==> src/rtl/rre_pkg.sv <==
// ----------------------------------------------------------------------------
// rre_pkg
// Shared types and constants for the rectangle rotation engine.
// ----------------------------------------------------------------------------
package rre_pkg;

  localparam int PIX_W   = 16;
  localparam int POS_W   = 8;
  localparam int LEN_W   = 9;
  localparam int COORD_W = 9;
  localparam int ROT_W   = 2;
  localparam int IDX_W   = 2 * LEN_W;
  localparam int Q_DEPTH = 4;
  localparam int Q_AW    = $clog2(Q_DEPTH);

  typedef enum logic [ROT_W-1:0] {
    ROT_NONE = 2'd0,
    ROT_90   = 2'd1,
    ROT_180  = 2'd2,
    ROT_270  = 2'd3
  } rot_t;

  typedef enum logic [2:0] {
    REG_SRC_X       = 3'd0,
    REG_SRC_Y       = 3'd1,
    REG_RECT_WIDTH  = 3'd2,
    REG_RECT_HEIGHT = 3'd3,
    REG_ROTATION    = 3'd4
  } reg_idx_t;

  typedef enum logic [1:0] {
    OP_WRITE = 2'd0,
    OP_READ  = 2'd1,
    OP_PASS  = 2'd2
  } op_t;

  typedef struct packed {
    rot_t             rot;
    logic [LEN_W-1:0] w;
    logic [LEN_W-1:0] h;
    logic [IDX_W-1:0] total;
    logic             app;
  } geom_t;

  typedef struct packed {
    op_t              op;
    logic [IDX_W-1:0] addr;
    logic [PIX_W-1:0] pixel;
    logic             last;
  } qent_t;

endpackage

==> src/rtl/rre_queue.sv <==
// ----------------------------------------------------------------------------
// rre_queue
// Short FIFO of store operations between front and back.
// ----------------------------------------------------------------------------
module rre_queue import rre_pkg::*; (
  input  logic  clk,
  input  logic  rst,
  input  logic  push_valid,
  output logic  push_ready,
  input  qent_t push_data,
  output logic  pop_valid,
  input  logic  pop,
  output qent_t pop_data
);

  qent_t           entries [Q_DEPTH];
  logic [Q_AW-1:0] wr_ptr;
  logic [Q_AW-1:0] rd_ptr;
  logic [Q_AW:0]   count;
  logic            do_push;
  logic            do_pop;

  assign push_ready = (count != (Q_AW+1)'(Q_DEPTH));
  assign pop_valid  = (count != '0);
  assign pop_data   = entries[rd_ptr];
  assign do_push    = push_valid && push_ready;
  assign do_pop     = pop && pop_valid;

  always_ff @(posedge clk) begin
    if (rst) begin
      wr_ptr <= '0;
      rd_ptr <= '0;
      count  <= '0;
    end else begin
      if (do_push) begin
        wr_ptr <= wr_ptr + Q_AW'(1);
      end
      if (do_pop) begin
        rd_ptr <= rd_ptr + Q_AW'(1);
      end
      case ({do_push, do_pop})
        2'b10:   count <= count + (Q_AW+1)'(1);
        2'b01:   count <= count - (Q_AW+1)'(1);
        default: count <= count;
      endcase
    end
  end

  always_ff @(posedge clk) begin
    if (do_push) begin
      entries[wr_ptr] <= push_data;
    end
  end

endmodule

==> config.mk <==
export PLATFORM = sky130hd
export DESIGN_NAME = rre_queue
export DESIGN_NICKNAME = d
export VERILOG_FILES = /design/src/rtl/rre_pkg.sv /design/src/rtl/rre_queue.sv
export SDC_FILE = /design/constraint.sdc
export NUM_CORES = 1
export LEC_CHECK = 0
export BUFFER_PORTS_ARGS = -buffer_cell sky130_fd_sc_hd__buf_2
export CAP_MARGIN = 20
export CORE_UTILIZATION = 48
export CTS_BUF_LIST = sky130_fd_sc_hd__clkbuf_8
export DETAILED_ROUTE_END_ITERATION = 16
export PLACE_DENSITY = 0.68
export RECOVER_POWER = 50
export SLEW_MARGIN = 20
export SYNTH_ARGS = -nofsm -noshare
export SYNTH_HDL_FRONTEND = slang
export SYNTH_SLANG_ARGS = --single-unit
==> constraint.sdc <==
create_clock -name clk -period 2.3 [get_ports clk]
set_input_delay 0 -clock clk [delete_from_list [all_inputs] [get_ports clk]]
set_output_delay 0 -clock clk [all_outputs]
set_load 0.02 [all_outputs]
## After elaboration in Yosys (flattened, before gate mapping)

Memory sizes are Yosys's and may differ from the RTL's. A register that Yosys moved wholly into a read port is not among the register bits.
Index checks and enable logic that the tools add are counted.

- Output and inout port bits: 39
- Memory bits (writable): 148
- Memories kept: 1
- Word-level logic and storage cells: 20
- Register bits: 7
- Bits of input ports: 41

- Reduce and logical (&&, ||, !) cells: 4
- Equality and inequality tests: 3
- Add/subtract/negate cells: 4
- Mux-type cells: 5

Memories:

| name | depth | bits a word | rd ports | clocked after memory_dff | wr ports | line | text |
|---|---|---|---|---|---|---|---|
| entries | 4 | 37 | 1 | 1 | 1 | rre_queue.sv:16 | `qent_t entries [Q_DEPTH];` |

Operators by type and width:

| kind | count |
|---|---|
| $pmux W3 S2 | 1 |
| $add A2 B1 Y2 const B | 2 |
| $mux W2 | 2 |
| $add A3 B1 Y3 const B | 1 |
| $ne A3 B3 Y1 const B | 1 |
| $reduce_bool A3 Y1 | 1 |
| $sub A3 B1 Y3 const B | 1 |
| $eq A2 B1 Y1 const B | 1 |
| $eq A2 B2 Y1 const B | 1 |
| $logic_and A1 B1 Y1 | 2 |
| $mux W1 | 2 |
| $reduce_bool A2 Y1 | 1 |

## Logic depth before layout (Yosys ltp)

Gate-level depths: netlist of the first run.

- Depth after elaboration: 4
- Mapped depth: 9
- Mapped depth without buffers: 9

## Worst setup path before layout of the first run

OpenSTA, ideal clock, no wires.

- Kind: register to register
- Start: register count[0]
- End: memory entries[0][0] (netlist bit) (enable)
- Setup slack: 0.246 ns
- Data arrival time: 1.657 ns
- Period minus slack after synthesis: 2.054 ns
- Data required time: 1.902 ns
- Buffers on the path: 0
- Library setup time: 0.398 ns
- Stages on the path, launching flop included: 4
- Cells stage by stage: dfxtp_1 > nor2_1 > a21boi_2 > and2_1

- Cells in the longest elaborated chain, start to end: 4

Ends and longest elaborated chain:

| element | line | text |
|---|---|---|
| from (decl) | rre_queue.sv:19 | `logic [Q_AW:0] count;` |
| from (signal assigned) | rre_queue.sv:42 | `2'b10: count <= count + (Q_AW+1)'(1);` |
| from (signal assigned) | rre_queue.sv:43 | `2'b01: count <= count - (Q_AW+1)'(1);` |
| from (signal assigned) | rre_queue.sv:44 | `default: count <= count;` |
| $ne A3 B3 Y1 | rre_queue.sv:23 | `assign push_ready = (count != (Q_AW+1)'(Q_DEPTH));` |
| $logic_and A1 B1 Y1 | rre_queue.sv:26 | `assign do_push = push_valid && push_ready;` |
| $mux W1 | rre_queue.sv:50 | `if (do_push) begin` |
| $mux W1 (implied by the code) | rre_queue.sv:51 | `entries[wr_ptr] <= push_data;` |
| to (decl) | rre_queue.sv:16 |  |

Every way passes these cells.

## Worst setup path after layout of the first run

- Start: register count[0]
- End: register count[2]

- Cells in the longest elaborated chain, start to end: 4
- Elaborated cells on any way between the ends: 10
- Classes of those cells: add/sub: 2; eq/ne: 3; mux: 1; reduce/logical: 4

Ends and longest elaborated chain:

| element | line | text |
|---|---|---|
| $ne A3 B3 Y1 or $reduce_bool A3 Y1 (tied branches) | rre_queue.sv:23, rre_queue.sv:24 |  |
| $logic_and A1 B1 Y1 (on tied branches) | rre_queue.sv:26, rre_queue.sv:27 |  |
| $eq A2 B1 Y1 or $eq A2 B2 Y1 (tied branches) | rre_queue.sv:41 | `case ({do_push, do_pop})` |
| $pmux W3 S2 or $reduce_bool A2 Y1 (tied branches) | n/a |  |

Several ways; a longest one is shown, not always the timed one.
A chain may end at the register's enable or synchronous reset.

==> results of run 1 <==
[power groups by stage]
stage | clock [mW] | combinational, mW | sequential [mW]
floorplan | 0 | 1.53 | 3.58
global placement | 0 | 1.98 | 3.61
detailed placement | 0 | 1.99 | 3.63
CTS | 2.39 | 2.05 | 3.56
global route | 2.49 | 2.15 | 3.59
finish | 2.32 | 1.99 | 3.56
[registers in the layout, summed over array words and instances, names as in the netlist, named ones only]
register / cells
count: 3
wr_ptr: 2
rd_ptr: 2
entries: 148
[cell usage after synthesis, drive strengths merged]
cell type and n:
xnor2 1, o31a 1, o311ai 1, clkbuf 2, a21boi 1, nor2 9
nand2 1, o21ai 1, mux2i 1, ha 5, nand2b 2, dfxtp 9
buf 7, and2 4, xor2 3, mux4 37, a21oi 2, edfxtp 148
or3 2, inv 6, fa 1, mux2 1
[final cells by class]
type                    count  area share, %
clock buffers              17          3.220
clock inverters            15          3.134
inverters                   6         0.3099
multi-input cells          73          15.62
flip-flops and latches    157          63.67
well taps                 147          2.531
repair buffers            130          11.52
[cells by family (layout without fill, tap and decap cells)]
group / count (synthesis) / count (layout) / synth area share [%]
compound gates: 6 / 6 / 0.7458
xor+xnor: 4 / 4 / 0.5967
mux: 39 / 39 / 15.00
buf+inv: 15 / 168 / 2.003
simple gates: 18 / 18 / 1.491
fa+ha+maj: 6 / 6 / 1.406
flops: 157 / 157 / 78.76
[timing repair]
item,4_1_cts,5_1_grt
buffers inserted,0,0
hold buffers,40,0
hold endpoints to repair,157,0
[layer usage]
metal	part of all wire [%]	wire length [um]	GRT usage (%)
met1	45	4341	21.86
met2	49	4739	27.00
met3	4.6	449	5.832
met4	1.9	186	7.911
met5	0	0	0
[path summary, 6_finish.rpt]
kind,to,cells after the start
setup / recovery,count[2]$_SDFFE_PP0P_,9
hold / removal,entries[0][21]$_DFFE_PP_,2
setup reg to reg,count[2]$_SDFFE_PP0P_,9
hold reg to reg,wr_ptr[1]$_SDFFE_PP0P_,2
[cells in the final DEF, fill, tap and decap left out, types with 2 or more instances in the layout]
| cell type | synthesis | routed |
|---|---|---|
| a21oi_1 | 2 | 2 |
| and2_2 | 0 | 4 |
| buf_2 | 3 | 40 |
| buf_4 | 0 | 8 |
| bufinv_16 | 0 | 6 |
| clkbuf_1 | 1 | 39 |
| clkbuf_2 | 1 | 2 |
| clkbuf_8 | 0 | 17 |
| clkinv_1 | 0 | 2 |
| clkinv_2 | 0 | 2 |
| clkinvlp_4 | 0 | 3 |
| dfxtp_1 | 9 | 7 |
| dfxtp_2 | 0 | 2 |
| dlygate4sd3_1 | 0 | 40 |
| edfxtp_1 | 148 | 148 |
| ha_1 | 5 | 5 |
| inv_1 | 6 | 8 |
| mux4_1 | 7 | 7 |
| mux4_2 | 30 | 30 |
| nand2b_1 | 2 | 2 |
| nor2_1 | 9 | 9 |
| or3_1 | 2 | 2 |
| xor2_1 | 3 | 3 |
==> results.md, run 1 <==
* Final Hold Vio Count at 0
* Post-placement cell count at 473
* Reg2reg start: count[0]$_SDFFE_PP0P_
* Nets at 432
* Crit path capture type: register
* Final setup fails at 0
* Crit path max-delay cell type: fa_1
* Port bufs at 79
* Synth top area cells: edfxtp_1 76%, mux4_2 12%, mux4_1 3.1%
* Layout fillers at approximately 870
* Unrepaired setup endpoints after global routing: no
* TritonCTS clock tree: yes
* Row cnt at 40
* Post-Syn Area at 5872 um2
* Total number of vias at 2818
* R2R Setup Slk at 0.26 ns
* Crit-path leading delay family: adder cells
* Antenna Cells at 0
* Core Area at around 12000 um2
* Layout Area Growth over Synthesis at 23.76%
* Area leader, netlist: edfxtp_1
* Total power at between 7 and 8 mW
* Clock Skews at 0.007416 ns
* Buf/Inv on CP at 2
* Pre-CTS WS at 0.2871 ns
* Total wire length at roughly 9700 um
* Avg Cell Area, Syn at 23.97 um2
* Static leakage at 2.439 nW
* Critical path class: register to register
* Share of power burned in registers at 45.2%
* Internal power at 5.702 mW
* Layout cells sized above 1 at 29.40%
* Fmax at 489.1 MHz
* First-pass GRT wire length at ~15000 um
* Root Buffer: clkbuf_8
* Reg area at 4627 um2
* Vias per cell at between 5 and 6
* Final period util at 88.90%
* Critical Path AT at approximately 2.4 ns
* Critical Path RT at 2.67 ns
* Hold crit path type: primary input to register
* PD cells at 1083 nW/um2
* Die area at 12680 um2
* Setup slack after layout at 0.2554 ns
* CP dominant cell by count: inv_1
* Slowest Stage Delay on Critical Path at around 0.38 ns
* Vias in the first global route at 2973
* Antenna violations before repair at 0
* Peak supply drop at 0.6682 mV
* Clock share of power at 29.4%
* Relative slew margins at 60.25%
* Area of the multi-input gates at 1135 um2
* Final core utilization at 60.75%
* Inserted Clock Buffers at 17
* Comb power frac at between 20% and 30%
* Syn Nets at 292
* Critical Path Start Type: register
* Gr usage total at 17.21%
* Worst skew pair latency at 0.44 ns
* I/O pin cnt at 80
* Cell area after layout at just over 7000 um2
* # DRC at 0
* Yosys cell types at 26
* Gate count of the mapped netlist at 245
* Clock transition at path regs at 0.08 ns
* CTS Sinks at between 150 and 200
* DR iter-0 viols at 152
* Slew at the pin closest to its max-slew limit at around 0.6 ns
* H-tree levels at 4
* Hold Startpoint: push_data[21]
* Worst setup path startpoint: count[0]$_SDFFE_PP0P_
* Maximum clock insertion buffer count at 2
* Total global routing overflow at 0
* Final Non-Filler Cells at 545
* Sum of negative setup slack at 0 ns
* Switching fraction of total power at 27.57%
* Register area share after synthesis at 78.76%
* PostCTS Resize Cnt at 0
* Hold slack final at 0.3532 ns
* Die X at 112.6 um
* CP Max Fanout at 7
* Die Y at 112.6 um
* DP Area at 6459 um2
* Drt pass-1 iters at 4
* Final GP Congestion at between 0.6 and 0.7
* Max-slew violations at 0
* Crit path cell chain: nor2_1 > a21boi_2 > inv_1 > ha_1 > inv_1 > fa_1 > xor2_1 > or3_1 > a21oi_1
* Routed Antenna Nets at 0
* Synthesized flop and latch total at 157
* Largest net degree at the start of global routing at 23
* Initial core utilization at 49.09%
* Routed length per instance at 17.83 um
* Yosys top cell area share at 75.69%
* Max Cap Viol at 0
* Status: complete, no violations
* YS warnings at 0
* Fin crit period at 2.045 ns
* Detailed placement HPWL at 5941 um
* Sw power at between 2 and 2.5 mW
(Power assumes the default switching activity.)
==> run 2: changes to the inputs <==
- CORE_ASPECT_RATIO: unset -> 1.5
- PLACE_DENSITY: 0.68 -> 0.73
==> run 2 against run 1 <==
Critical path depth stayed put. Utilization is 0.11 points lower. Wire length is 1.8% higher. Clock skew is 0.0046 ns higher. Combinational power hardly changed. Cell count is 0.37% higher. Sequential power hardly changed. Largest cell class unchanged.
==> results.md, run 2 (same netlist as run 1, synthesis figures left out) <==
* Commonest non-fill, non-tap cells in the layout: 148 x edfxtp_1, 40 x buf_2, 39 x dlygate4sd3_1, 39 x clkbuf_1, 30 x mux4_2
* Most common cell after layout, fill and taps aside: edfxtp_1
* Layout fillers at 904 (+3.7%)
* PD cells at 1055 nW/um2 (-2.7%)
* Core Area at 11960 um2 (about the same)
* Initial core utilization at 49.12% (about the same)
* Antenna Cells at 0 (unchanged)
* Row cnt at 49 (+23%)
* Gr usage total at 17.05% (-0.16 points)
* Switching fraction of total power at 29.11% (+1.5 points)
* H-tree levels at 4 (unchanged)
* Share of power burned in registers at 47.0% (+1.8 points)
* Nets at 428 (-0.93%)
* Final setup fails at 0 (unchanged)
* Largest net degree at the start of global routing at 32 (+39%)
* Critical path class: register to register
* TritonCTS clock tree: yes
* I/O pin cnt at 80 (unchanged)
* Unrepaired setup endpoints after global routing: no
* Vias in the first global route at 3054 (+2.7%)
* Total wire length at 9887 um (+1.8%)
* Die Y at 137.5 um (+22%)
* Pre-CTS WS at 0.1830 ns (-0.1042 ns)
* Biggest regs: entries x148, count x3
* Static leakage at 2.399 nW (-1.7%)
* Critical Path Start Type: register
* Area of the multi-input gates at 1134 um2 (-0.11%)
* Layout cells sized above 1 at 29.19% (-0.21 points)
* PostCTS Resize Cnt at 0 (unchanged)
* Total global routing overflow at 0 (unchanged)
* Max FFs per register at 148 (unchanged)
* Cell area after layout at 7249 um2 (-0.24%)
* Status: complete, no violations
* Reg area at 4627 um2 (unchanged)
* Slew at the pin closest to its max-slew limit at 0.6228 ns (+0.02652 ns)
* CP Max Fanout at 7 (unchanged)
* Final GP Congestion at 0.7022 (+3.3%)
* Grt met1 use at 19.21% (-2.6 points)
* Drt pass-1 iters at 4 (unchanged)
* Routed length per instance at 18.07 um (+1.4%)
* Final period util at 92.88% (+4.0 points)
* Final Hold Vio Count at 0 (unchanged)
* Worst skew pair latency at 0.43 ns (about the same)
* CTS Sinks at 157 (unchanged)
* Crit path capture type: register
* Hold crit path type: primary input to register
* Clock Skews at 0.01198 ns (+0.004561 ns)
* Fin crit period at 2.136 ns (+0.09168 ns)
* Peak supply drop at 0.5552 mV (-17%)
* Port bufs at 79 (unchanged)
* GRT Max-Usage Layer: met2
* Met3 usage at 4.415% (-1.4 points)
* Antenna violations before repair at 0 (unchanged)
* Clock share of power at 26.7% (-2.7 points)
* DR iter-0 viols at 134 (-12%)
* Total number of vias at 2836 (+0.64%)
* Relative slew margins at 58.45% (-1.8 points)
* Maximum clock insertion buffer count at 2 (unchanged)
* Critical Path AT at 2.50 ns (+0.08 ns)
* First-pass GRT wire length at 15490 um (+0.36%)
* Max-slew violations at 0 (unchanged)
* Fmax at 468.1 MHz (-4.3%)
* Met2 usage at 30.12% (+3.1 points)
* Max Cap Viol at 0 (unchanged)
* Internal power at 5.420 mW (-5.0%)
* Critical Path RT at 2.66 ns (about the same)
* DP Area at 6506 um2 (+0.74%)
* Root Buffer: clkbuf_8
* Vias per cell at 5.185 (+0.27%)
* Routed Antenna Nets at 0 (unchanged)
* Clock transition at path regs at 0.08 ns (about the same)
* Sum of negative setup slack at 0 ns (unchanged)
* Setup slack after layout at 0.1637 ns (-0.09168 ns)
* Die area at 12690 um2 (about the same)
* Final Non-Filler Cells at 547 (+0.37%)
* Inserted Clock Buffers at 17 (unchanged)
* # DRC at 0 (unchanged)
* Die X at 92.31 um (-18%)
* Detailed placement HPWL at 6156 um (+3.6%)
* Register with the most flip-flops: entries
* Layout Area Growth over Synthesis at 23.46%
* Comb power frac at 26.3% (+1.0 points)
* Post-placement cell count at 476 (+0.63%)
* Sw power at 2.225 mW (+2.5%)
run 2: path summary, 6_finish.rpt:
kind	to	cells past startpoint	slack [ns]	from
worst min-delay path	register	4	0.04	pop
worst max-delay path	count[2]$_SDFFE_PP0P_	9	0.16	count[0]$_SDFFE_PP0P_
worst min register to register	register	2	0.55	rd_ptr[1]$_SDFFE_PP0P_
worst max register to register	count[2]$_SDFFE_PP0P_	9	0.16	count[0]$_SDFFE_PP0P_
run 2: power groups by stage:
stage               registers, mW  clock network [mW]  logic (mW)
floorplan                    3.58                   0        1.53
global placement             3.64                   0        1.99
detailed placement           3.66                   0        2.01
CTS                          3.60                2.09        2.06
global route                 3.62                2.22        2.15
finish                       3.59                2.04        2.01
run 2: final cells by class:
| class | instances | area share, % |
|---|---|---|
| Clock buffer | 17 | 3.227 |
| Clock inverter | 15 | 2.330 |
| Inverter | 6 | 0.3107 |
| Multi-Input combinational cell | 73 | 15.64 |
| Sequential cell | 157 | 63.82 |
| Tap cell | 153 | 2.641 |
| Timing Repair Buffer | 126 | 12.03 |
run 2: stage by stage:
step	hold WS, ns	total power, mW	util (%)
final	0.04222	7.645	60.64
after global routing	0.04730	7.994	60.64
after CTS	0.02060	7.756	61.06
after detailed placement	0.2185	5.667	54.42
after global placement	0.2105	5.624	54.42
after floorplan	0.09887	5.103	-
run 2: worst max-delay path, cell delays in order (launching register included):
cell and delay, ns:
dfxtp_1 0.38, nor2_1 0.19, a21boi_2 0.14, inv_1 0.09, ha_1 0.20, inv_1 0.07
fa_1 0.37, xor2_1 0.16, or3_1 0.31, a21oi_1 0.17
run 2: metal layers:
| layer | vias to the layer above | part of all wire, % |
|---|---|---|
| met5 | - | 0 |
| met1 | 1467 | 41 |
| li1 | 1292 | - |
| met4 | 0 | 1.9 |
| met3 | 16 | 3.2 |
| met2 | 61 | 54 |
run 2: repair_timing:
action / 4_1_cts / 5_1_grt
hold buffers: 39 / 0
endpoints found under the setup margin: 0 / 0
endpoints found under the hold margin: 157 / 0
setup buffers: 0 / 0
