==> src/rtl/rre_pkg.sv <==
// ----------------------------------------------------------------------------
// rre_pkg
// Shared types and constants for the rectangle rotation engine.
// ----------------------------------------------------------------------------
package rre_pkg;

  localparam int PIX_W   = 16;
  localparam int POS_W   = 8;
  localparam int LEN_W   = 9;
  localparam int COORD_W = 9;
  localparam int ROT_W   = 2;
  localparam int IDX_W   = 2 * LEN_W;
  localparam int Q_DEPTH = 4;
  localparam int Q_AW    = $clog2(Q_DEPTH);

  typedef enum logic [ROT_W-1:0] {
    ROT_NONE = 2'd0,
    ROT_90   = 2'd1,
    ROT_180  = 2'd2,
    ROT_270  = 2'd3
  } rot_t;

  typedef enum logic [2:0] {
    REG_SRC_X       = 3'd0,
    REG_SRC_Y       = 3'd1,
    REG_RECT_WIDTH  = 3'd2,
    REG_RECT_HEIGHT = 3'd3,
    REG_ROTATION    = 3'd4
  } reg_idx_t;

  typedef enum logic [1:0] {
    OP_WRITE = 2'd0,
    OP_READ  = 2'd1,
    OP_PASS  = 2'd2
  } op_t;

  typedef struct packed {
    rot_t             rot;
    logic [LEN_W-1:0] w;
    logic [LEN_W-1:0] h;
    logic [IDX_W-1:0] total;
    logic             app;
  } geom_t;

  typedef struct packed {
    op_t              op;
    logic [IDX_W-1:0] addr;
    logic [PIX_W-1:0] pixel;
    logic             last;
  } qent_t;

endpackage

==> src/rtl/rre_front.sv <==
// ----------------------------------------------------------------------------
// rre_front
// Takes requests, tracks load/read position and forms store operations.
// ----------------------------------------------------------------------------
module rre_front import rre_pkg::*; (
  input  logic             clk,
  input  logic             rst,
  input  logic             item_valid,
  output logic             item_ready,
  input  logic             mode,
  input  logic [PIX_W-1:0] pixel_in,
  input  geom_t            geom,
  input  logic             cfg_clear,
  output logic             push_valid,
  input  logic             push_ready,
  output qent_t            push_data
);

  logic             s0_valid;
  logic             s0_mode;
  logic [PIX_W-1:0] s0_pixel;
  logic             s0_done;

  logic [LEN_W-1:0] col;
  logic [LEN_W-1:0] row;
  logic [IDX_W-1:0] idx;

  logic [LEN_W-1:0] col_n, row_n, col_inc, row_inc;
  logic [LEN_W-1:0] col_next, row_next;
  logic [LEN_W-1:0] hm1y, wm1x;
  logic [LEN_W-1:0] mul_a, mul_b, mul_c;
  logic [IDX_W-1:0] waddr;
  logic [IDX_W-1:0] idx_n, idx_next;
  logic             last;

  always_comb begin
    if (col >= geom.w || row >= geom.h) begin
      col_n = '0;
      row_n = '0;
    end else begin
      col_n = col;
      row_n = row;
    end
    hm1y = geom.h - LEN_W'(1) - row_n;
    wm1x = geom.w - LEN_W'(1) - col_n;
    case (geom.rot)
      ROT_90: begin
        mul_a = col_n;
        mul_b = geom.h;
        mul_c = hm1y;
      end
      ROT_180: begin
        mul_a = hm1y;
        mul_b = geom.w;
        mul_c = wm1x;
      end
      default: begin
        mul_a = wm1x;
        mul_b = geom.h;
        mul_c = row_n;
      end
    endcase
    waddr = IDX_W'({{LEN_W{1'b0}}, mul_a} * {{LEN_W{1'b0}}, mul_b})
          + IDX_W'(mul_c);

    col_inc  = col_n + LEN_W'(1);
    row_inc  = row_n + LEN_W'(1);
    col_next = col_inc;
    row_next = row_n;
    if (col_inc >= geom.w) begin
      col_next = '0;
      row_next = (row_inc >= geom.h) ? '0 : row_inc;
    end

    idx_n    = (idx >= geom.total) ? '0 : idx;
    last     = (idx_n == geom.total - IDX_W'(1));
    idx_next = last ? '0 : idx_n + IDX_W'(1);
  end

  always_comb begin
    push_valid      = s0_valid && (s0_mode || geom.app);
    s0_done         = s0_valid && (!push_valid || push_ready);
    item_ready      = !s0_valid || s0_done;
    push_data.op    = !s0_mode ? OP_WRITE : (geom.app ? OP_READ : OP_PASS);
    push_data.addr  = s0_mode ? idx_n : waddr;
    push_data.pixel = s0_pixel;
    push_data.last  = s0_mode && geom.app && last;
  end

  always_ff @(posedge clk) begin
    if (rst) begin
      s0_valid <= 1'b0;
    end else if (item_ready) begin
      s0_valid <= item_valid;
    end
  end

  always_ff @(posedge clk) begin
    if (item_ready && item_valid) begin
      s0_mode  <= mode;
      s0_pixel <= pixel_in;
    end
  end

  always_ff @(posedge clk) begin
    if (rst || cfg_clear) begin
      col <= '0;
      row <= '0;
      idx <= '0;
    end else if (s0_done && geom.app) begin
      if (s0_mode) begin
        idx <= idx_next;
      end else begin
        col <= col_next;
        row <= row_next;
      end
    end
  end

endmodule

==> config.mk <==
export PLATFORM = sky130hd
export DESIGN_NAME = rre_front
export DESIGN_NICKNAME = d
export VERILOG_FILES = /design/src/rtl/rre_pkg.sv /design/src/rtl/rre_front.sv
export SDC_FILE = /design/constraint.sdc
export NUM_CORES = 1
export LEC_CHECK = 0
export CORE_UTILIZATION = 45
export CTS_BUF_LIST = sky130_fd_sc_hd__clkbuf_8
export CTS_CLUSTER_DIAMETER = 60
export DETAILED_ROUTE_END_ITERATION = 6
export DONT_BUFFER_PORTS = 1
export PLACE_DENSITY_LB_ADDON = 0.08
export SLEW_MARGIN = 10
export SYNTH_ARGS = -nofsm -noshare
export SYNTH_HDL_FRONTEND = slang
export SYNTH_SLANG_ARGS = --single-unit
==> constraint.sdc <==
create_clock -name clk -period 30.7 [get_ports clk]
set_clock_uncertainty 0.2 [all_clocks]
set_input_delay 3.07 -clock clk [delete_from_list [all_inputs] [get_ports clk]]
set_output_delay 3.07 -clock clk [all_outputs]
set_load 0.005 [all_outputs]
; ---- After elaboration in Yosys (flattened, before gate mapping)
; Index checks and enable logic that the tools add are counted.
[totals]
regBits = 54
out_inout_bits = 39
input_bits = 61
wordCells = 53
[classes]
mul = 1
n_addsub = 9
order_cmp = 5
n_bitwise = 1
n_eq_ne = 3
n_reduce_logical = 15
n_mux = 13
[op_table]
columns = op, n
row1 = 18-bit 2-to-1 mux, 3
row2 = 9-bit 2-to-1 mux, 6
row3 = 9-bit greater-or-equal comparator, 4
row4 = 9-bit one-hot mux with 2 select lines, 2
row5 = "18-bit by 1-bit adder with 18-bit output, second input constant", 1
row6 = 18-bit by 9-bit adder with 18-bit output, 1
row7 = "9-bit by 1-bit adder with 9-bit output, second input constant", 2
row8 = 18-bit == test, 1
row9 = 18-bit greater-or-equal comparator, 1
row10 = 9-bit by 9-bit multiplier with 18-bit output, 1
row11 = "18-bit by 1-bit subtractor with 18-bit output, second input constant", 1
row12 = "9-bit by 1-bit subtractor with 9-bit output, second input constant", 2
row13 = 9-bit subtractor, 2
row14 = 1-bit logical AND, 6
row15 = 1-bit logical OR, 5
row16 = 2-bit 2-to-1 mux, 2
row17 = 2-bit AND reduction, 2
row18 = "2-bit by 1-bit == test with 1-bit output, second input constant", 1
row19 = "2-bit == test, second input constant", 1
row20 = 1-bit logical NOT, 2
row21 = 1-bit NOT, 1

; ---- Logic depth before layout (Yosys ltp)
; Gate-level depths: netlist (run 1).
[depth]
word_depth = 8
mapped_depth = 43
depth_no_buf = 41

; ---- Least setup slack after synthesis (run 1)
; Ideal clock, no wire load.
[synth_path]
kind = in2out
from = input port geom[19] (netlist bit)
to = output port push_data[34] (netlist bit)
stages = 40
arrival_ns = 11.518
path_slack_ns = 15.912
n_path_buf = 3
required_ns = 27.430
path_cell_list = ha_1 -> nand2b_1 -> a21o_1 -> a21o_1 -> a21oi_1 -> o21ai_0 -> a31oi_1 -> and2_1 -> clkbuf_1 -> clkbuf_1 -> buf_1 -> nand2_1 -> ha_1 -> nor2b_1 -> o21ai_0 -> a21boi_0 -> o21ai_0 -> a21oi_1 -> [... 4 more ...] -> nand2b_1 -> fa_1 -> inv_1 -> fa_1 -> fa_1 -> fa_1 -> inv_1 -> fa_1 -> inv_1 -> ha_1 -> nand2_1 -> nor2_1 -> a221oi_1 -> a21o_1 -> a21oi_1 -> a21oi_1 -> xnor2_1 -> o21ai_0
[synth_lines]
columns = item, line
row1 = start: declaration, rre_front.sv:12  ; input geom_t geom,
row2 = end: declaration, rre_front.sv:16  ; output qent_t push_data

==> results.md, run 1 <==
* Status: completed
* CTS tree: yes
* Crit end category: output pin
* Fin cells at ~1,400
* Fmax at around 64 MHz
* Cell with the most instances after synthesis: ha_1
* Initial antenna violation count at 0
* DR WL met2 at about 11,000 um
* DR WL met3 at about 1300 um
* Top sig layer: met4
* Ant. Diodes at 0
* Tcrit/Tclk final at 0.5129
* Aggregate global-route resource usage at 0.2400
* Worst Hold Class: reg -> reg
* RSZ-0062 raised after global routing: false
* Syn nets at roughly 1,400
* CTS Root Cell: clkbuf_8
* Final-report max-slew violation count at 0
* Worst-path fanout max at 25
* Avg Inst Size Synth at 7.977 sq um
* Synth area leader: ha_1
* Total power at between 400 and 500 uW
* Top_reg_cell synth: dfxtp_1
* Drt first pass iters at 6
* IO Pins at 100
* Wirelength, routed at around 24,000 um
* Async set-reset flop share out of synthesis at 0
* Top cell type's share of synthesized area at 0.1818
* Fin. Hold Viols at 0
* Power density over the cells at around 47 nW/um^2
* Row Count at roughly 50
* Startpoint Class: input port
* Initial Util at 0.4616
* Total CTS buffers at 5
* Hold_sp: idx[1]
* Synth unique cells at 74
* Layout Nets at approximately 1,300
* Postcts setup bufs at 0
* Post-cts resize count at 0
* Worst vdd ir at ~44 uV
* RR Startpoint: row[0]
* Number of global-route vias before repair at between 7,000 and 8,000
* Slew at the pin closest to its max-slew limit at approximately 1200 ps
* Final core occ at 0.4767
* Yosys reg bits at 54
* GR Overflow Total at 0
* # hold bufs at CTS at 0
* Crit path max-delay cell type: and2_1
* Setup TNS at 0 ps
* Share of layout cells above drive strength 1 at 0.04558
* Max-cap violation count at 0
* Cells on Worst Hold Path at 2
* CP max stage delay at slightly above 800 ps
* Layout area overhead at 3.262%
* Htree depth at 2
* Worst-skew pair later-pin latency at about 360 ps
* Cells after synthesis at about 1,100
* Ranking of synthesized cells by area: ha_1 18%, fa_1 13%, dfxtp_1 8.2%
* # placed instances at roughly 1,400
* Vias/cell at just under 6
* Post-DRT Antenna Nets at 0
* Worst Path Arrival at 12,480 ps
* Longest Clk Path Bufs at 2
* WP data required at between 20,000 and 30,000 ps
* 1st-iter DRT viols at between 500 and 600
* Gpl congestion at 0.9306
* Chip Height at 143.5 um
* Hold Crit Endpoint: idx[1]
* Die W at 143.5 um
* CP most frequent cell: fa_1
* Crit Path Class: in -> out
* EDFF count, synth at 17
* Pin count of the biggest net entering global routing at between 40 and 50
* Setup violations, final at 0
* DR DRC count at 0
* Ys Warns at 0
* PortBufs at 0
* Vias at a little under 8,000
* Worst slew margin at 0.2241
* CTS Sinks at 54
* List of most frequent post-synthesis cells: 131 x ha_1, 122 x inv_1, 112 x nor2_1, 96 x nand2_1, 57 x fa_1
* Routed wire per std cell at 17.98 um
* Core area at 19,530 sq um
* First-pass GRT wire length at between 30,000 and 40,000 um
* Final HPWL DP at roughly 20,000 um
* DIE AREA at around 21,000 sq um
* Reg2Reg Depth at 21
* Post-route minimum period at around 16,000 ps
* Crit Reg-Reg Endpoint: col[6]
* Worst-path clk slew at 110 ps
* Area of the mapped netlist at approximately 9000 sq um
* P_leak at roughly 0.0044 uW
* Wl on met1 at between 10,000 and 15,000 um
* Post-synthesis sequential area ratio at 0.1388
* Reg2reg setup slack at about 24,000 ps
[layout by cell type (no fill, tap or decap), types with 5 or more instances in the layout]
master,instances
edfxtp_1,17
nor2_1,112
o21a_1,5
a211o_1,6
a21oi_1,51
dfxtp_1,37
or2_2,11
a31oi_1,11
buf_4,6
nand3_1,45
a22oi_1,19
ha_1,131
and4_1,9
a32oi_1,6
xor2_1,32
fa_1,57
clkbuf_8,5
inv_1,122
mux2i_1,9
nand2b_1,15
o21ai_2,9
nand4_1,6
a211oi_1,5
a221oi_1,8
and2_1,7
nor3_1,22
and3_1,23
xnor2_1,40
a21o_1,27
nor4_1,13
o21ai_1,12
nor2b_1,10
nand2_1,96
o21ai_0,47
[flip-flops by register name, summed over array words and instances (netlist names)]
| signal | cells |
|---|---|
| col | 9 |
| s0_pixel | 16 |
| s0_mode | 1 |
| idx | 18 |
| s0_valid | 1 |
| row | 9 |
[power breakdown]
| group | internal [uW] | total [uW] | switching (uW) | leakage, uW |
|---|---|---|---|---|
| sequential | 75.3 | 76.7 | 1.36 | 0.000463 |
| combinational | 128 | 312 | 184 | 0.00388 |
| clock | 16.9 | 47.0 | 30.1 | 0.0000491 |
| total | 221 | 436 | 215 | 0.00439 |
[logic make-up after synthesis]
kind of cell	share of synthesized area
simple gates	0.2109
compound gates	0.1831
fa+ha+maj	0.3084
buf+inv	0.07135
xor+xnor	0.07246
flops	0.1388
mux	0.01499
[layout make-up]
type | count | area [sq um]
repair buffers | 6 | 45.04
flip-flops and latches | 54 | 1251
clock buffers | 5 | 68.82
inverters | 122 | 457.9
fillers | 2021 | 10220
multi-input cells | 907 | 7127
well taps | 265 | 331.6
clock inverters | 3 | 26.28
[worst max-delay path: cells and delay by family]
kind | cells | cell delay (ps)
AOI/OAI and AO/OA | 15 | 3340
xor gates and xnor gates | 2 | 290
adders and majority gates | 9 | 3420
buffers and inverters | 4 | 240
muxes | 1 | 280
and+or+nand+nor | 8 | 1820
[how the worst max path moves through the flow]
stage / end / startpoint
2_1_floorplan: push_data[34] / geom[19]
3_3_place_gp: push_data[34] / geom[19]
3_5_place_dp: push_data[34] / geom[19]
4_1_cts: push_data[34] / geom[19]
5_1_grt: push_data[34] / geom[19]
6_report: push_data[34] / geom[19]
[metal layers]
metal | vias to the layer above | global-route usage
met1 | 3763 | 0.3356
met3 | 19 | 0.02899
li1 | 3881 | -
met5 | - | 0
met4 | 0 | 0.05039
met2 | 222 | 0.3945
[per-stage QoR]
stage                     hold WS, ps  worst slack [ps]  area [sq um]
after global routing            408.8             14310          9308
after CTS                       364.1             15040          9308
after global placement          349.2             15330          9213
final                           362.5             14950          9308
after detailed placement        349.7             15060          9213
after floorplan                 276.1             15910          9014
(Power assumes the default switching activity.)
==> run 2, diff against run 1 <==
--- a/config.mk
+++ b/config.mk
@@ -5,6 +5,7 @@
 export SDC_FILE = /design/constraint.sdc
 export NUM_CORES = 1
 export LEC_CHECK = 0
+export ABC_AREA = 1
 export CORE_UTILIZATION = 45
 export CTS_BUF_LIST = sky130_fd_sc_hd__clkbuf_8
 export CTS_CLUSTER_DIAMETER = 60
==> constraint.sdc (replaced) <==
create_clock -name clk -period 14.5 [get_ports clk]
set_clock_uncertainty 0.2 [all_clocks]
set_input_delay 1.45 -clock clk [delete_from_list [all_inputs] [get_ports clk]]
set_output_delay 1.45 -clock clk [all_outputs]
set_load 0.005 [all_outputs]
==> results.md, run 2 <==
* Worst slack at placement at 3187 ps (was 15,060 ps)
* Number of global-route vias before repair at 8,588 (was 7,204)
* DR DRC count at 0 (unchanged)
* Power density over the cells at 110.1 nW/um^2 (was 46.85 nW/um^2)
* CTS Root Cell: clkbuf_8 (unchanged)
* Worst Path Arrival at 9780 ps (was 12,480 ps)
* Ranking of synthesized cells by area: ha_1 17%, nand2_1 13%, fa_1 12% (was ha_1 18%, fa_1 13%, dfxtp_1 8.2%)
* List of most frequent post-synthesis cells: 339 x nand2_1, 262 x inv_1, 154 x nor2_1, 131 x ha_1, 92 x a21oi_1 (was 131 x ha_1, 122 x inv_1, 112 x nor2_1, 96 x nand2_1, 57 x fa_1)
* Synth unique cells at 49 (was 74)
* CP max stage delay at 540 ps (was 820 ps)
* Internal power at 502.7 uW (was 220.6 uW)
* Synth area leader: ha_1 (unchanged)
* EDFF count, synth at 17 (unchanged)
* Aggregate global-route resource usage at 0.2640 (was 0.2400)
* Area of the mapped netlist at 9602 sq um (was 9014 sq um)
* DIE AREA at 21,920 sq um (was 20,600 sq um)
* Row Count at 53 (was 51)
* Commonest cells after routing, fill and taps aside: 339 x nand2_1, 262 x inv_1, 154 x nor2_1, 131 x ha_1, 92 x a21oi_1 (was 131 x ha_1, 122 x inv_1, 112 x nor2_1, 96 x nand2_1, 57 x fa_1)
* Cells on Worst Hold Path at 2 (unchanged)
* Layout area overhead at 3.323% (was 3.262%)
* PortBufs at 0 (unchanged)
* 1st-iter DRT viols at 624 (was 561)
* Gpl congestion at 0.9346 (was 0.9306)
* RSZ-0062 raised after global routing: false (unchanged)
* P_leak at 0.005026 uW (was 0.004388 uW)
* Total CTS buffers at 5 (unchanged)
* Sw Ratio at 0.5398 (was 0.4942)
* Status: completed (unchanged)
* Wirelength, routed at 28,340 um (was 24,490 um)
* # hold bufs at CTS at 0 (unchanged)
* Avg Inst Size Synth at 6.645 sq um (was 7.977 sq um)
* Postcts setup bufs at 0 (unchanged)
* Fin. Hold Viols at 0 (unchanged)
* Cell with the most instances after synthesis: nand2_1 (was ha_1)
* Initial Util at 0.4582 (was 0.4616)
* Htree depth at 2 (unchanged)
* Worst vdd ir at 93.69 uV (was 43.89 uV)
* Post-cts resize count at 0 (unchanged)
* Final-report max-slew violation count at 0 (unchanged)
* Yosys reg bits at 54 (unchanged)
* Syn nets at 1,694 (was 1,379)
* Top_reg_cell synth: dfxtp_1 (unchanged)
* First-pass GRT wire length at 45,450 um (was 38,540 um)
* Total power at 1092 uW (was 436.1 uW)
* Crit end category: output pin (unchanged)
* Post-route minimum period at roughly 11,000 ps
* Worst slew margin at 0.3452 (was 0.2241)
* Max-cap violation count at 0 (unchanged)
* Startpoint Class: input port (unchanged)
* Sw power at 589.8 uW (was 215.5 uW)
* Chip Height at 148.1 um (was 143.5 um)
* Setup TNS at 0 ps (unchanged)
* Max reg flops at 18 (unchanged)
* Reg power frac at 0.148 (was 0.176)
* Reg2Reg Depth at 24 (was 21)
* Biggest regs: idx x18, s0_pixel x16 (unchanged)
* CTS tree: yes (unchanged)
* Cells after synthesis at 1,445 (was 1,130)
* Crit Path Class: in -> out (unchanged)
* Slew at the pin closest to its max-slew limit at 971.9 ps (was 1164 ps)
* Ys Warns at 0 (unchanged)
* Post-synthesis sequential area ratio at 0.1303 (was 0.1388)
* Logic pwr share at 0.758 (was 0.716)
* Clk pwr share at 0.094 (was 0.108)
* Drt first pass iters at 6 (unchanged)
* Top cell type's share of synthesized area at 0.1707 (was 0.1818)
* Vias/cell at 5.346 (was 5.789)
* WP data required at 12,850 ps (was 27,430 ps)
* Ant. Diodes at 0 (unchanged)
* CTS Sinks at 54 (unchanged)
* Pin count of the biggest net entering global routing at 34 (was 44)
* Setup ws final at 3072 ps (was 14,950 ps)
* Worst-path fanout max at 13 (was 25)
* Initial antenna violation count at 0 (unchanged)
* Tcrit/Tclk final at 0.7881
* GR Overflow Total at 0 (unchanged)
* Most flops, register: idx (unchanged)
* Worst Hold Class: reg -> reg (unchanged)
* Layout Nets at 1,679 (was 1,345)
* Fmax at 87.51 MHz
* Final HPWL DP at 23,610 um (was 19,890 um)
* FILL cells at 2,285 (was 2,021)
* IO Pins at 100 (unchanged)
* Vias at 9,121 (was 7,885)
* Worst-skew pair later-pin latency at 350 ps (was 360 ps)
* Most common cell after layout, fill and taps aside: nand2_1 (was ha_1)
* Die W at 148.1 um (was 143.5 um)
* Core area at 20,960 sq um (was 19,530 sq um)
* Routed wire per std cell at 16.61 um (was 17.98 um)
* Setup violations, final at 0 (unchanged)
* Post-DRT Antenna Nets at 0 (unchanged)
* Share of layout cells above drive strength 1 at 0.04472 (was 0.04558)
* Crit path max-delay cell type: fa_1 (was and2_1)
* Async set-reset flop share out of synthesis at 0 (unchanged)
* Longest Clk Path Bufs at 2 (unchanged)
* Worst-path clk slew at 120 ps (was 110 ps)
==> run 2: metrics by stage <==
step | instances | hold slack (ps) | area [sq um] | utilization
2_1_floorplan | 1445 | 258.4 | 9602 | -
5_1_grt | 1706 | 328.6 | 9921 | 0.4734
6_report | 1706 | 298.0 | 9921 | 0.4734
3_5_place_dp | 1698 | 281.0 | 9823 | 0.4688
4_1_cts | 1706 | 297.7 | 9921 | 0.4734
3_3_place_gp | 1698 | 270.7 | 9823 | 0.4688
==> run 2: routing by layer <==
layer	track usage	part of all wire	vias to the layer above
li1	-	-	4601
met1	0.3483	0.44	4181
met2	0.4519	0.48	289
met3	0.02699	0.053	50
met4	0.08351	0.027	0
met5	0	0	-
==> run 2: power by group through the flow <==
stage	registers [uW]	clock network [uW]	logic (uW)
3_5_place_dp	166	0	825
4_1_cts	162	107	838
5_1_grt	162	110	971
6_report	162	103	828
2_1_floorplan	164	0	639
3_3_place_gp	165	0	824
==> run 2: layout make-up <==
| cell class | instances | area [sq um] | share of cell area |
|---|---|---|---|
| clock inverter | 3 | 28.78 | 0.002901 |
| sequential | 54 | 1251 | 0.1261 |
| tap | 275 | 344.1 | 0.03468 |
| timing repair buffer | 3 | 22.52 | 0.002270 |
| multi-input combinational | 1095 | 7188 | 0.7246 |
| clock buffer | 5 | 68.82 | 0.006937 |
| inverter | 271 | 1017 | 0.1025 |
==> run 2: critical path, delay by kind of cell <==
family / cells / cell delay [ps]
adder cells (fa/ha/maj): 8 / 3580
XOR/XNOR: 1 / 250
AND/OR/NAND/NOR: 13 / 1690
buffers and inverters: 8 / 720
AO/OA/AOI/OAI: 11 / 2070
==> run 2: path summary, 6_finish.rpt <==
check / endpoint / start / slack (ps)
worst max-delay path: push_data[31] / geom[32] / 3070
worst min-delay path: col[0] / col[0] / 300
worst max register to register: row[3] / col[2] / 9190
worst min register to register: col[0] / col[0] / 300
==> run 2: logic make-up after synthesis <==
kind of cell	Yosys count	synth area share
fa+ha+maj	188	0.2895
simple gates	675	0.3137
compound gates	196	0.1126
xor+xnor	36	0.03284
buf+inv	296	0.1211
flops	54	0.1303
==> run 3, diff against run 2 <==
==> constraint.sdc (replaced) <==
create_clock -name clk -period 11.7 [get_ports clk]
set_clock_uncertainty 0.2 [all_clocks]
set_input_delay 1.17 -clock clk [delete_from_list [all_inputs] [get_ports clk]]
set_output_delay 1.17 -clock clk [all_outputs]
set_load 0.005 [all_outputs]
==> results.md, run 3 (same netlist as run 2, synthesis figures left out) <==
* Gpl congestion at 0.9238 (was 0.9346)
* Row Count at 53 (unchanged)
* Die W at 148.1 um (unchanged)
* Slew at the pin closest to its max-slew limit at 999.3 ps (was 971.9 ps)
* Worst-path clk slew at 110 ps (was 120 ps)
* CTS Sinks at 54 (unchanged)
* Layout area overhead at 3.323% (unchanged)
* Wirelength, routed at 28,390 um (was 28,340 um)
* GR Overflow Total at 0 (unchanged)
* Fmax at 92.07 MHz
* Post-cts resize count at 0 (unchanged)
* Crit path max-delay cell type: fa_1 (unchanged)
* Vias at 9,001 (was 9,121)
* Share of layout cells above drive strength 1 at 0.04472 (unchanged)
* Worst vdd ir at 121.1 uV (was 93.69 uV)
* RSZ-0062 raised after global routing: false (unchanged)
* Postcts setup bufs at 0 (unchanged)
* Tcrit/Tclk final at 0.9284
* Power density over the cells at 135.7 nW/um^2 (was 110.1 nW/um^2)
* Pin count of the biggest net entering global routing at 34 (unchanged)
* Worst Hold Class: reg -> reg (unchanged)
* Top sig layer: met4 (unchanged)
* Post-DRT Antenna Nets at 0 (unchanged)
* Post-route minimum period at approximately 11,000 ps
* 1st-iter DRT viols at 618 (was 624)
* P_leak at 0.005026 uW (unchanged)
* First-pass GRT wire length at 45,770 um (was 45,450 um)
* Wl on met1 at 12,690 um (was 12,510 um)
* Initial Util at 0.4582 (unchanged)
* Max-cap violation count at 0 (unchanged)
* Setup TNS at 0 ps (unchanged)
* WP data required at 10,330 ps (was 12,850 ps)
* Final-report max-slew violation count at 0 (unchanged)
* Drt first pass iters at 5 (was 6)
* DIE AREA at 21,920 sq um (unchanged)
* Number of global-route vias before repair at 8,668 (was 8,588)
* Core area at 20,960 sq um (unchanged)
* Max reg flops at 18 (unchanged)
* Area after DPL at 9823 sq um (unchanged)
* Longest Clk Path Bufs at 2 (unchanged)
* Aggregate global-route resource usage at 0.2658 (was 0.2640)
* IO Pins at 100 (unchanged)
* Fin. Hold Viols at 0 (unchanged)
* Most common cell after layout, fill and taps aside: nand2_1 (unchanged)
* Initial antenna violation count at 0 (unchanged)
* CP max stage delay at 530 ps (was 540 ps)
* Worst slew margin at 0.3267 (was 0.3452)
* Worst Path Arrival at 9490 ps (was 9780 ps)
* Crit end category: output pin (unchanged)
* PortBufs at 0 (unchanged)
* Routed wire per std cell at 16.64 um (was 16.61 um)
* Setup violations, final at 0 (unchanged)
* Final HPWL DP at 23,660 um (was 23,610 um)
* Commonest cells after routing, fill and taps aside: 339 x nand2_1, 262 x inv_1, 154 x nor2_1, 131 x ha_1, 92 x a21oi_1 (unchanged)
* Layout Nets at 1,679 (unchanged)
* Vias/cell at 5.276 (was 5.346)
* Chip Height at 148.1 um (unchanged)
* Worst-path fanout max at 13 (unchanged)
* DR DRC count at 0 (unchanged)
* Total CTS buffers at 5 (unchanged)
* Most flops, register: idx (unchanged)
* DR WL met2 at 13,490 um (was 13,540 um)
* Worst-skew pair later-pin latency at 350 ps (about the same)
* Status: completed (unchanged)
* CTS tree: yes (unchanged)
* FILL cells at 2,267 (was 2,285)
* Ant. Diodes at 0 (unchanged)
* DR WL met3 at 1449 um (was 1513 um)
* Design Area, Final at 9921 sq um (unchanged)
* CTS Root Cell: clkbuf_8 (unchanged)
* Biggest regs: idx x18, s0_pixel x16 (unchanged)
* Startpoint Class: input port (unchanged)
* Crit Path Class: in -> out (unchanged)
* # hold bufs at CTS at 0 (unchanged)
* Htree depth at 2 (unchanged)
-- run 3: cell counts in the layout (fill, tap and decap cells not counted) --
Identical to the previous run, type by type.
-- run 3: critical path, delay by kind of cell --
kind	cells	cell delay [ps]
xor+xnor	1	210
fa+ha+maj	8	3590
compound gates	9	1840
buf+inv	8	730
simple gates	15	1920
-- run 3: per-layer routing --
metal | GRT usage | vias up
met5 | 0 | -
met4 | 0.08093 | 0
met2 | 0.4432 | 250
met3 | 0.03804 | 44
li1 | - | 4597
met1 | 0.3546 | 4110
-- run 3: path summary, 6_finish.rpt --
| kind | from | endpoint | slack [ps] | cells after the start |
|---|---|---|---|---|
| setup reg to reg | col[2] | row[7] | 6380 | 24 |
| setup / recovery | geom[27] | push_data[31] | 840 | 41 |
| hold / removal | col[0] | col[0] | 300 | 2 |
| hold reg to reg | col[0] | col[0] | 300 | 2 |
-- run 3: layout make-up --
class / instances / area (sq um) / area share
clock buffer: 5 / 68.82 / 0.006937
sequential: 54 / 1251 / 0.1261
clock inverter: 3 / 28.78 / 0.002901
inverter: 271 / 1017 / 0.1025
multi-input combinational: 1095 / 7188 / 0.7246
tap: 275 / 344.1 / 0.03468
timing repair buffer: 3 / 22.52 / 0.002270
-- run 3: power breakdown --
| group | internal, uW | switching, uW | total (uW) | leakage, uW |
|---|---|---|---|---|
| logic | 378 | 643 | 1020 | 0.00451 |
| clock network | 44.8 | 79.6 | 124 | 0.0000502 |
| registers | 198 | 3.10 | 201 | 0.000463 |
-- run 3: through the flow --
step | utilization | hold WS, ps | setup slack [ps] | std cells | total power, uW
global route | 0.4734 | 300.7 | 85.75 | 1706 | 1527
global placement | 0.4688 | 271.0 | 1030 | 1698 | 1226
detailed placement | 0.4688 | 279.4 | 897.1 | 1698 | 1227
CTS | 0.4734 | 295.8 | 861.6 | 1706 | 1364
finish | 0.4734 | 297.9 | 838.3 | 1706 | 1347
floorplan | - | 258.4 | 2060 | 1445 | 995.4
